$ cat src/rtl/reversible_ring_queue_defines.svh
// ----------------------------------------------------------------------------
// reversible_ring_queue_defines
// Assertion macros shared by the reversible ring queue RTL.
// ----------------------------------------------------------------------------
`ifndef REVERSIBLE_RING_QUEUE_DEFINES_SVH
`define REVERSIBLE_RING_QUEUE_DEFINES_SVH

// Concurrent assertion on an explicit clock and active-low reset
`define RRQ_ASSERT_CLK(lbl, clk, rst_n, prop, msg) \
  lbl: assert property (@(posedge clk) disable iff (!rst_n) prop) else $error(msg);

// Same on the block's own clock and reset
`define RRQ_ASSERT(lbl, prop, msg) \
  `RRQ_ASSERT_CLK(lbl, clk_i, rst_ni, prop, msg)

`endif

$ cat src/rtl/rrq_ram.sv
// ----------------------------------------------------------------------------
// rrq_ram
// Generic single-clock RAM, one write port, one read port, registered read.
// ----------------------------------------------------------------------------
`default_nettype none

module rrq_ram #(
  parameter int WIDTH = 32,
  parameter int DEPTH = 128
) (
  input  wire logic                     clk_i,
  input  wire logic                     we_i,
  input  wire logic [$clog2(DEPTH)-1:0] waddr_i,
  input  wire logic [WIDTH-1:0]         wdata_i,
  input  wire logic                     re_i,
  input  wire logic [$clog2(DEPTH)-1:0] raddr_i,
  output logic      [WIDTH-1:0]         rdata_o
);

  logic [WIDTH-1:0] mem_q [DEPTH];

  always_ff @(posedge clk_i) begin
    if (we_i) begin
      mem_q[waddr_i] <= wdata_i;
    end
    if (re_i) begin
      rdata_o <= mem_q[raddr_i];
    end
  end

endmodule

`default_nettype wire

$ cat config.mk
export PLATFORM = sky130hd
export DESIGN_NAME = rrq_ram
export DESIGN_NICKNAME = d
export VERILOG_FILES = /design/src/rtl/reversible_ring_queue_defines.svh /design/src/rtl/rrq_ram.sv
export SDC_FILE = /design/constraint.sdc
export NUM_CORES = 2
export LEC_CHECK = 0
export ABC_CLOCK_PERIOD_IN_PS = 4770
export BUFFER_PORTS_ARGS = -buffer_cell sky130_fd_sc_hd__buf_4
export CELL_PAD_IN_SITES_DETAIL_PLACEMENT = 0
export CELL_PAD_IN_SITES_GLOBAL_PLACEMENT = 1
export CORE_ASPECT_RATIO = 1.5
export CORE_MARGIN = 2
export CORE_UTILIZATION = 41
export CTS_CLUSTER_DIAMETER = 60
export DETAILED_ROUTE_END_ITERATION = 16
export PLACE_DENSITY_LB_ADDON = 0.05
export SYNTH_ARGS = -nofsm -noshare
export SYNTH_HDL_FRONTEND = slang
export SYNTH_SLANG_ARGS = --single-unit
export TNS_END_PERCENT = 1
$ cat constraint.sdc
create_clock -name clk_i -period 4.77 [get_ports clk_i]
set_input_delay 0 -clock clk_i [delete_from_list [all_inputs] [get_ports clk_i]]
set_output_delay 0 -clock clk_i [all_outputs]
set_load 0.02 [all_outputs]
==> metrics.txt <==
# TYPE chip_impl_metric gauge
chip_impl_info{name="run_status",value="finished, final reports clean"} 1
chip_impl_metric{name="drt_iter0_drc",unit=""} 8072
chip_impl_metric{name="sequential_to_total_area_share_from_yosys_stat",unit="%"} 79.16
chip_impl_info{name="cts_tree",value="done"} 1
chip_impl_metric{name="grt_antenna_before_repair",unit=""} 60
chip_impl_metric{name="area_of_the_mapped_netlist",unit="mm^2"} 0.1566
chip_impl_info{name="cts_root_buffer",value="clkbuf_16"} 1
chip_impl_metric{name="utilization",unit="%"} 47.17
chip_impl_metric{name="grt_start_max_net_pins",unit=""} 89
chip_impl_metric{name="path_max_fanout",unit=""} 24
chip_impl_metric{name="drive_gt1_share",unit="%"} 36.00
chip_impl_metric{name="power.density",unit="mW/mm^2"} 418.4
chip_impl_info{name="reg2reg_to",value="rdata_o[10]"} 1
chip_impl_metric{name="post_synth_inst_count",unit=""} 5990
chip_impl_metric{name="clock_tree.htree_level_count",unit=""} 5
chip_impl_metric{name="fp.dieH",unit="um"} 760.9
chip_impl_metric{name="maxClockFrequency",unit="GHz"} 0.3460
chip_impl_metric{name="critPathArrivalTime",unit="ps"} 3460
chip_impl_metric{name="slew_violations",unit=""} 0
chip_impl_metric{name="clock_tree.buffer_depth",unit=""} 4
chip_impl_metric{name="slew_headroom",unit="%"} 14.78
chip_impl_metric{name="min_period_over_period",unit="%"} 60.60
chip_impl_metric{name="reg2reg_depth",unit=""} 4
chip_impl_metric{name="worstPathRequired",unit="ps"} 5340
chip_impl_metric{name="ys_warn_count",unit=""} 0
chip_impl_info{name="grt_setup_unrepaired",value="no"} 1
chip_impl_metric{name="first_pass_grt_wire_length",unit="um"} 656800
chip_impl_metric{name="worst_ir_drop_vdd",unit="V"} 0.0002850
chip_impl_info{name="critical_path.endpoint",value="mem_q[49][13]"} 1
chip_impl_metric{name="design.core.area",unit="mm^2"} 0.3812
chip_impl_metric{name="postRouteWirelength",unit="um"} 485400
chip_impl_metric{name="timing.final.ws_setup",unit="ps"} 1880
chip_impl_info{name="synth_most_common_cell",value="edfxtp_1"} 1
chip_impl_metric{name="fin_total_pwr",unit="mW"} 75.23
chip_impl_metric{name="starting_density_of_the_core",unit="%"} 41.08
chip_impl_metric{name="post-route-drc-count",unit=""} 0
chip_impl_metric{name="global_route.usage.total",unit="%"} 25.13
chip_impl_metric{name="number_of_enable_type_register_cells_in_the_synthesized_netlist",unit=""} 4128
chip_impl_info{name="path_class",value="input pin to register"} 1
chip_impl_metric{name="clk_pin_slew_worst_paths",unit="ps"} 60
chip_impl_metric{name="gpl.final_weighted_congestion",unit=""} 0.7948
chip_impl_metric{name="dr.pass1.iters",unit=""} 6
chip_impl_metric{name="num-nets-final",unit=""} 6616
chip_impl_metric{name="tritoncts.num_buffers",unit=""} 406
chip_impl_metric{name="die_w",unit="um"} 508.6
chip_impl_metric{name="preCtsSetupSlack",unit="ps"} 990.5
chip_impl_info{name="crit-reg2reg-launch",value="mem_q[55][10]"} 1
chip_impl_info{name="post_synth_most_frequent_cells",value="edfxtp_1 (4128), mux4_2 (1344), clkbuf_1 (182), nor2_1 (122), buf_2 (79)"} 1
chip_impl_metric{name="synthDistinctLibCells",unit=""} 16
chip_impl_info{name="synth_top_cells_by_area",value="edfxtp_1 (79%), mux4_2 (19%), clkbuf_1 (0.44%), nor2_1 (0.29%), buf_2 (0.25%)"} 1
chip_impl_info{name="hold_crit_class",value="input pin to register"} 1
chip_impl_metric{name="worst_clock_skew",unit="ps"} 74.31
chip_impl_metric{name="ys_seq_elements",unit=""} 4128
chip_impl_metric{name="postCtsResizedCells",unit=""} 0
chip_impl_metric{name="worstSkewPairLatency",unit="ps"} 970
chip_impl_metric{name="routed-via-count",unit=""} 71366
chip_impl_metric{name="area_delta_synth_final",unit="%"} 14.83
chip_impl_metric{name="grt_pass1_vias",unit=""} 74159
chip_impl_info{name="worstSetupEndpointType",value="register"} 1
chip_impl_metric{name="numClockSinks",unit=""} 4128
chip_impl_metric{name="place_hpwl",unit="um"} 285600
chip_impl_metric{name="die_area",unit="mm^2"} 0.3870
chip_impl_metric{name="route.detailed.vias_per_inst",unit=""} 5.926
chip_impl_metric{name="top_level_ports",unit=""} 81
chip_impl_metric{name="rrSetupSlack",unit="ps"} 1900
chip_impl_info{name="timing.critical_path.mode_cell",value="buf_4"} 1
chip_impl_info{name="synth_area_leader_cell",value="edfxtp_1"} 1
chip_impl_metric{name="port-buffer-count",unit=""} 80
chip_impl_metric{name="rows",unit=""} 278
chip_impl_metric{name="critPathMaxStageDelay",unit="ps"} 740
chip_impl_metric{name="finalSetupTns",unit="ps"} 0
chip_impl_info{name="ys.flop_type",value="edfxtp_1"} 1
chip_impl_info{name="start_kind",value="input pin"} 1
chip_impl_metric{name="ys_async_sr_fraction",unit="%"} 0
chip_impl_info{name="critical_path.cell_chain",value="dlygate4sd3_1, buf_4, nor2b_1, nand2_1, nor2_4, buf_4"} 1
chip_impl_metric{name="cellLeakagePower",unit="nW"} 54.70
chip_impl_metric{name="antenna_violating_nets_post_route",unit=""} 0
chip_impl_metric{name="setup_viol",unit=""} 0
chip_impl_metric{name="avgSynthCellArea",unit="um^2"} 26.14
chip_impl_metric{name="average_detailed_routed_wire_length_per_instance",unit="um"} 40.31
chip_impl_info{name="cpMaxStageDelayCell",value="nand2_1"} 1
chip_impl_metric{name="final_hold_viol_count",unit=""} 0
chip_impl_info{name="crit_start",value="waddr_i[4]"} 1
chip_impl_metric{name="period_minus_slack",unit="ps"} 2890
chip_impl_metric{name="tightest_slew",unit="ps"} 1278
chip_impl_metric{name="cap_violations",unit=""} 0
chip_impl_metric{name="yosysTopAreaCellShare",unit="%"} 79.16
chip_impl_metric{name="total_overflow_reported_by_the_global_router",unit=""} 0
chip_impl_metric{name="syn-num-nets",unit=""} 6039
state kept, by name (all words and copies together) (netlist names):
signal	count
rdata_o	32
mem_q	4096
where the power goes:
part	total [mW]	leakage [nW]	switching, mW	internal (mW)
combinational	4.25	11.5	2.69	1.56
sequential	40.2	37.1	0.149	40.1
clock	30.7	6.03	13.8	17.0
total	75.2	54.7	16.6	58.6
layer usage:
| layer | up-vias | GRT usage [%] | part of all wire [%] |
|---|---|---|---|
| li1 | 27721 | - | - |
| met1 | 40941 | 32.01 | 38 |
| met2 | 2198 | 45.34 | 54 |
| met3 | 502 | 2.981 | 4.8 |
| met4 | 4 | 6.654 | 2.7 |
| met5 | - | 0 | 0.0056 |
worst min-delay path by stage:
| stage | slack [ps] | cells after the start | endpoint | from |
|---|---|---|---|---|
| floorplan | 100 | 0 | mem_q[0][0] | wdata_i[0] |
| detailed placement | 530 | 1 | mem_q[111][14] | wdata_i[14] |
| global route | 7 | 3 | rdata_o[26] | raddr_i[6] |
| CTS | 3 | 3 | rdata_o[26] | raddr_i[6] |
| global placement | 520 | 1 | mem_q[104][14] | wdata_i[14] |
| finish | 20 | 3 | rdata_o[26] | raddr_i[6] |
layout by cell type, fill, tap and decap left out:
cell | synthesis | routed
nand2b_1 | 2 | 2
clkbuf_16 | 0 | 415
edfxtp_1 | 4128 | 4128
mux2_2 | 32 | 32
inv_16 | 0 | 1
nand3_2 | 0 | 4
nor2b_1 | 7 | 7
clkinv_8 | 0 | 1
buf_6 | 2 | 1
mux4_2 | 1344 | 1344
diode_2 | 0 | 111
inv_6 | 0 | 13
buf_8 | 0 | 3
buf_4 | 3 | 369
buf_12 | 0 | 67
nand4_1 | 3 | 3
buf_16 | 0 | 1
clkinvlp_4 | 0 | 10
clkinv_4 | 0 | 2
inv_8 | 0 | 1
or3_1 | 1 | 1
nand3_1 | 12 | 8
nand2_1 | 14 | 11
clkinv_2 | 0 | 65
clkinv_16 | 0 | 2
nor2_1 | 122 | 3
bufinv_16 | 0 | 19
nand2_2 | 0 | 3
clkbuf_1 | 182 | 107
clkinv_1 | 0 | 96
dlygate4sd3_1 | 0 | 44
nor3_2 | 0 | 9
nor2_4 | 0 | 119
cell families after synthesis:
group	count (synthesis)	synth area share, %
flops	4128	79.16
mux	1376	19.56
buf+inv	316	0.8373
simple gates	170	0.4450
cell type report:
class                   instances  area [um^2]
clock inverters               210         1570
repair buffers                485         4636
multi-input cells            1546        32290
fillers                     31217       201400
diodes                        111        277.8
flip-flops and latches       4128       124000
clock buffers                 522        10790
well taps                    5040         6306
timing repair:
| item | in CTS | in global routing |
|---|---|---|
| endpoints found under the hold margin | 2569 | 0 |
| hold buffers | 44 | 0 |
| setup buffers | 0 | 0 |
| setup endpoints to repair | 0 | 0 |
through the flow:
step           hold slack, ps  instance area [um^2]  instances
6_report                24.64                179800      12042
5_1_grt                 6.976                179700      12009
4_1_cts                 2.961                179600      11931
3_5_place_dp            526.7                166800      11155
3_3_place_gp            522.3                166800      11155
2_1_floorplan           98.87                156600       5990
worst max-delay path, delay by kind of cell:
kind                   cells  cell delay [ps]
buffers and inverters      3             1340
and+or+nand+nor            3             2080
(Power assumes the default switching activity.)
